`config.mk`:
```
export PLATFORM = sky130hd
export DESIGN_NAME = ttcw_ctrl
export DESIGN_NICKNAME = d
export VERILOG_FILES = /design/src/hdl/ttcw_pkg.sv /design/src/hdl/ttcw_ctrl.sv
export SDC_FILE = /design/constraint.sdc
export NUM_CORES = 1
export LEC_CHECK = 0
export BUFFER_PORTS_ARGS = -buffer_cell sky130_fd_sc_hd__buf_4
export CORE_AREA = 2 2 39 41
export DETAILED_ROUTE_END_ITERATION = 16
export DIE_AREA = 0 0 41 43
export PLACE_DENSITY = 0.36
export SETUP_SLACK_MARGIN = 0.5
export SYNTH_ARGS = -nofsm -noshare
export SYNTH_HDL_FRONTEND = slang
export SYNTH_SLANG_ARGS = --single-unit
export TNS_END_PERCENT = 5
```
`constraint.sdc`:
```
create_clock -name clk_i -period 2.31 [get_ports clk_i]
set_input_delay 0.231 -clock clk_i [delete_from_list [all_inputs] [get_ports clk_i]]
set_output_delay 0.231 -clock clk_i [all_outputs]
set_load 0.01 [all_outputs]
```
`src/hdl/ttcw_pkg.sv`:
```
// package for the text terminal character writer
// word layouts, operation and register codes, controller states and command/status structs
// no dependencies
package ttcw_pkg;

  // operation kinds carried in the input word
  typedef enum logic [1:0] {
    KIND_PUT   = 2'd0,
    KIND_READ  = 2'd1,
    KIND_MOVE  = 2'd2,
    KIND_CLEAR = 2'd3
  } kind_e;

  // configuration register indexes
  typedef enum logic [1:0] {
    CFG_FG   = 2'd0,
    CFG_BG   = 2'd1,
    CFG_BOLD = 2'd2
  } cfg_idx_e;

  localparam int CfgIdxW  = 2;
  localparam int CfgDataW = 4;

  // control bytes and blank cell
  localparam logic [7:0] CODE_BS    = 8'd8;
  localparam logic [7:0] CODE_TAB   = 8'd9;
  localparam logic [7:0] CODE_LF    = 8'd10;
  localparam logic [7:0] CODE_CR    = 8'd13;
  localparam logic [7:0] BLANK_CODE = 8'h20;

  // reset values of the color registers and the matching attribute
  localparam logic [3:0] FG_RESET   = 4'd7;
  localparam logic [3:0] BG_RESET   = 4'd0;
  localparam logic [7:0] ATTR_RESET = 8'h07;

  // tab stops every eight columns
  localparam int TabStep = 8;

  typedef struct packed {
    logic [1:0] kind;
    logic [7:0] char_code;
    logic [4:0] target_row;
    logic [6:0] target_col;
  } in_word_t;

  typedef struct packed {
    logic [4:0] cursor_row;
    logic [6:0] cursor_col;
    logic [7:0] scroll_count;
    logic [7:0] cell_code;
    logic [7:0] cell_attribute;
  } out_word_t;

  typedef enum logic [2:0] {
    ST_INIT,
    ST_IDLE,
    ST_EXEC,
    ST_SWEEP,
    ST_DONE
  } state_e;

  // controller to datapath
  typedef struct packed {
    logic accept;
    logic exec;
    logic sweep;
    logic load_out;
  } cmd_t;

  // datapath to controller
  typedef struct packed {
    logic need_sweep;
    logic sweep_last;
    logic out_free;
  } status_t;

endpackage

```
`src/hdl/ttcw_ctrl.sv`:
```
// controller state machine of the text terminal character writer
// depends on ttcw_pkg (state enum, command and status structs)
module ttcw_ctrl (
  input  logic              clk_i,
  input  logic              rst_ni,
  input  logic              in_valid_i,
  output logic              in_ready_o,
  input  ttcw_pkg::status_t status_i,
  output ttcw_pkg::cmd_t    cmd_o
);

  ttcw_pkg::state_e state_q, state_d;

  // state register, starts with the clearing pass
  always_ff @(posedge clk_i or negedge rst_ni) begin
    if (!rst_ni) begin
      state_q <= ttcw_pkg::ST_INIT;
    end else begin
      state_q <= state_d;
    end
  end

  // next state and commands
  always_comb begin
    state_d    = state_q;
    cmd_o      = '0;
    in_ready_o = 1'b0;
    unique case (state_q)
      ttcw_pkg::ST_INIT: begin
        cmd_o.sweep = 1'b1;
        if (status_i.sweep_last) state_d = ttcw_pkg::ST_IDLE;
      end
      ttcw_pkg::ST_IDLE: begin
        in_ready_o = 1'b1;
        if (in_valid_i) begin
          cmd_o.accept = 1'b1;
          state_d      = ttcw_pkg::ST_EXEC;
        end
      end
      ttcw_pkg::ST_EXEC: begin
        cmd_o.exec = 1'b1;
        state_d    = status_i.need_sweep ? ttcw_pkg::ST_SWEEP : ttcw_pkg::ST_DONE;
      end
      ttcw_pkg::ST_SWEEP: begin
        cmd_o.sweep = 1'b1;
        if (status_i.sweep_last) state_d = ttcw_pkg::ST_DONE;
      end
      ttcw_pkg::ST_DONE: begin
        if (status_i.out_free) begin
          cmd_o.load_out = 1'b1;
          state_d        = ttcw_pkg::ST_IDLE;
        end
      end
      default: state_d = ttcw_pkg::ST_IDLE;
    endcase
  end

  // no word taken while a sweep or an operation is in flight
  a_ready_only_idle: assert property (@(posedge clk_i) disable iff (!rst_ni)
    in_ready_o |-> state_q == ttcw_pkg::ST_IDLE)
    else $error("ready raised outside idle");

  // a result is loaded only when the output slot can take it
  a_load_free: assert property (@(posedge clk_i) disable iff (!rst_ni)
    cmd_o.load_out |-> status_i.out_free)
    else $error("result loaded into a full output slot");

  // an operation always follows an accepted word
  a_exec_after_accept: assert property (@(posedge clk_i) disable iff (!rst_ni)
    cmd_o.accept |=> cmd_o.exec)
    else $error("accepted word not executed");

endmodule

```
### Word level (Yosys, flattened, before mapping)

Index checks and enable logic that the tools add are counted.

* eq/ne operators: 8
* reduce and logical (&&, ||, !) cells: 3
* mux-type cells: 13
* add/sub/neg operators: 0
* multipliers: 0
* bitwise operators: 0
* div/mod/pow operators: 0
* shifts and indexed selects: 0
* magnitude comparators: 0

Operators with widths (number)
* $mux W3: 5
* $pmux W3 S5: 1
* $ne A2 B2 Y1 const B: 4
* $mux W1: 7
* $eq A3 B2 Y1 const B: 2
* $reduce_and A4 Y1: 1
* $eq A3 B1 Y1 const B: 1
* $eq A3 B3 Y1 const B: 1
* $logic_not A3 Y1: 1
* $reduce_or A2 Y1: 1

* RAM bits: 0
* memories: 0
* latch bits: 0
* ROM bits: 0
* bits of input ports: 6
* register bits after elaboration: 3

### Longest topological paths before layout

* depth in word-level cells: 3
* gate-level depth with buffers: 4
* gate-level depth less buffers: 3

### Least setup slack after synthesis

No wires, ideal clock.

* path kind: register to register
* start point: register state_q[1]
* end point: register state_q[0]
* slack: 0.911 ns
* arrival time: 1.319 ns
* path buffers: 1
* cell stages (with the launch flop): 5
* period minus slack after synthesis: 1.399 ns
* cell sequence: dfrtp_1 -> buf_6 -> or4b_4 -> o311ai_2 -> mux2i_1

* longest elaborated chain between the ends: 3
* elaborated cells between the ends (all ways): 11
* classes of those cells: eq/ne: 8; mux: 1; reduce/logical: 2

RTL lines
* start, declared: RTL line ttcw_ctrl.sv:12 `ttcw_pkg::state_e state_q, state_d;`
* start signal, assigned: RTL line ttcw_ctrl.sv:17 `state_q <= ttcw_pkg::ST_INIT;`
* start signal, assigned: RTL line ttcw_ctrl.sv:19 `state_q <= state_d;`
* $eq A3 B2 Y1 (tied with other cells): RTL line ttcw_ctrl.sv:28 `unique case (state_q)`
* $ne A2 B2 Y1 (no line)
* $reduce_and A4 Y1 (no line)

Parallel ways exist; a longest one is shown, timed or not.
A chain may end at the register's enable or synchronous reset.

==> results.cfg <==
[status]
run_status = finished clean

[drt]
num_vias = 236
wl_met1_um = 244
antenna_violating_nets_post_route = 0
drt_first_iter_violations = 2
route.top_layer_used = met3
drt_wl_total_um = 516
remaining_drc_errors = 0
wl_met3_um = 23
drtPass1Iterations = 3
post_drt_via_cell_ratio = 4.214
route.detailed.wl_per_inst_um = 9.214
met2_wirelength_um = 248

[cells_and_area]
mostFrequentLayoutCell = sky130_fd_sc_hd__buf_4
top_flop_regs = state_q: 3 flops
regMostFlops = state_q
antenna-diode-count = 0
n_fill_cell = 158
drive_gt1_frac = 0.4500
multi_input_comb_area_sq_um = 161.4
flow.area_growth_from_synthesis_pct = 40.84
final-seq-area_sq_um = 75.07
finalNetCount = 47
largest_reg_flops = 3
finalInstanceArea_sq_um = 375.4
mostFrequentLayoutCells = sky130_fd_sc_hd__buf_4 (10), sky130_fd_sc_hd__nor2_1 (3), sky130_fd_sc_hd__a21oi_1 (3), sky130_fd_sc_hd__clkbuf_4 (3), sky130_fd_sc_hd__dfrtp_1 (3)

[clock_tree]
numClockSinks = 3
clk_root_buffer_cell = sky130_fd_sc_hd__clkbuf_4
clk_pin_slew_ns = 0.04
deepest_level_of_the_cts_h_tree = 1
cts-buffers-inserted = 3
tritoncts = built
hold_buffers = 1
clk_path_buf_depth = 2
clock_latency_ns = 0.23
cts_resized = 0
post-cts-setup-buffer-count = 0

[worst_setup_path]
timing.critical_path.slowest_cell_delay_ns = 0.52
timing.critical_path.required_ns = 2.08
cpMaxStageDelayCell = sky130_fd_sc_hd__dfrtp_1
crit_type = reg2out
setup.worst_path.start_class = flop
critical_path.reg2reg.endpoint = state_q[0]
timing.critical_path.to = cmd_o[3]
critical_path_peak_fanout = 10
endpoint_kind = output port
cp_cell_sequence = inv_1 -> nor3_1 -> and2_1 -> buf_4
setup.reg_to_reg.worst_slack_ns = 0.83
cp-startpoint = state_q[0]
crit_arrival_ns = 1.35
regToRegStartpoint = state_q[0]
worst_r2r_path_depth = 3

[die]
floorplan.initialDensity = 0.1926
coreArea_sq_um = 1384
pin_count = 11
design.die.area_sq_um = 1763
fp-row-count = 14
die_height_um = 43
dieWidth_um = 41

[yosys]
yosys_register_bits = 3
synth_cells = 27
cell_taking_the_most_area_after_synthesis = sky130_fd_sc_hd__dfrtp_1
synth.distinct_cells = 19
syn_area_per_cell_sq_um = 9.871
yosys_warnings = 0
synth.top_cell.area_share = 0.2817
synth_sequential_area_ratio = 0.2817
syn_nets = 33
netlist_top_cells_area = sky130_fd_sc_hd__dfrtp_1 (28%), sky130_fd_sc_hd__buf_6 (8.5%), sky130_fd_sc_hd__nand4bb_2 (6.1%)
synthesis.area_sq_um = 266.5

[global_route]
grt.overflow.total = 0
grt_util_all_layers = 0.07344
first_global_vias = 226
maximum_number_of_pins_on_one_net_before_global_route_repair = 11
number_of_antenna_violations_at_the_first_check_in_global_routing = 0
grt_first_pass_wirelength_um = 862

[place]
finalWeightedCongestion = 0.7030
buffer_ports.inserted = 10
detailed_place.area_sq_um = 339.1

[worst_hold_path]
hold_path_depth = 3
worstHoldPathType = in2reg

[power]
p_leak_uw = 0.0001749
pwr_density_cell_nw_per_um2 = 1261
vdd_ir_drop_max_mv = 0.4175

[sta]
layout_min_cycle_time_ns = 1.585
max_slew_margin = 0.7876
worst_clock_skew_ns = 0.001205
hold_violations = 0
final.period_utilization = 0.6863
setup_violations = 0
grt_setup_unrepaired = no
max_clock_freq_mhz = 630.7
setup_tns_ns = 0
tightest_slew_ns = 0.3186
maxSlewViolCount = 0

[flow_run]
max-cap-violations = 0
power breakdown:
group / switching (uW) / leakage (uW) / internal (uW)
combinational: 104 / 0.000122 / 143
sequential: 60.7 / 0.0000379 / 77.1
clock: 24.5 / 0.0000150 / 64.6
worst min path at each step:
| stage | start | to |
|---|---|---|
| after floorplan | rst_ni | state_q[0] |
| after global placement | rst_ni | state_q[2] |
| after detailed placement | rst_ni | state_q[0] |
| after CTS | status_i[0] | state_q[2] |
| after global routing | rst_ni | state_q[2] |
| final | status_i[0] | state_q[2] |
area by class of cell:
class	count	share of cell area
repair buffers	11	0.2267
multi-input cells	20	0.4300
clock buffers	4	0.07000
flip-flops and latches	3	0.2000
inverters	2	0.02000
well taps	16	0.05333
stage by stage:
stage                     hold slack, ns  worst slack (ns)  cells  utilization  power [uW]
final                             0.3237            0.7246     56       0.2712       473.3
after global routing              0.3491            0.5609     56       0.2712       523.4
after CTS                         0.3247            0.6887     56       0.2712       483.5
after detailed placement         0.02108            0.8268     51       0.2450       387.2
after global placement           0.02064            0.8241     51       0.2450       395.7
after floorplan                 -0.06459            0.9113     27            -       322.1
logic make-up (layout without fill, tap and decap cells):
logic type | Yosys count | count (layout) | synth area share
and+or+nand+nor | 11 | 11 | 0.3287
AOI/OAI and AO/OA | 6 | 6 | 0.1643
buffers and inverters | 4 | 17 | 0.1127
DFF | 3 | 3 | 0.2817
muxes | 2 | 2 | 0.07981
xor gates and xnor gates | 1 | 1 | 0.03287
critical path: cells and delay by family, from the launching register on:
kind / cells / cell delay, ns
flops: 1 / 0.52
simple gates: 2 / 0.36
buf+inv: 2 / 0.25
cell usage after synthesis:
library cell and number:
sky130_fd_sc_hd__or2b_2 1, sky130_fd_sc_hd__and2_1 1, sky130_fd_sc_hd__o31ai_1 1, sky130_fd_sc_hd__inv_1 2, sky130_fd_sc_hd__buf_6 2, sky130_fd_sc_hd__and4_2 1
sky130_fd_sc_hd__nor3_1 1, sky130_fd_sc_hd__mux2i_1 1, sky130_fd_sc_hd__a21oi_1 3, sky130_fd_sc_hd__xor2_1 1, sky130_fd_sc_hd__o21ai_0 1, sky130_fd_sc_hd__and3b_1 1
sky130_fd_sc_hd__dfrtp_1 3, sky130_fd_sc_hd__nor2_1 3, sky130_fd_sc_hd__or4b_4 1, sky130_fd_sc_hd__mux2_1 1, sky130_fd_sc_hd__o311ai_2 1, sky130_fd_sc_hd__or2b_1 1
sky130_fd_sc_hd__nand4bb_2 1
layer usage:
layer | vias up | GRT usage
li1 | 122 | -
met5 | - | 0
met2 | 5 | 0.09375
met4 | 0 | 0.06000
met1 | 109 | 0.1003
met3 | 0 | 0.01571
No activity file was read; power rests on OpenSTA's default activity.
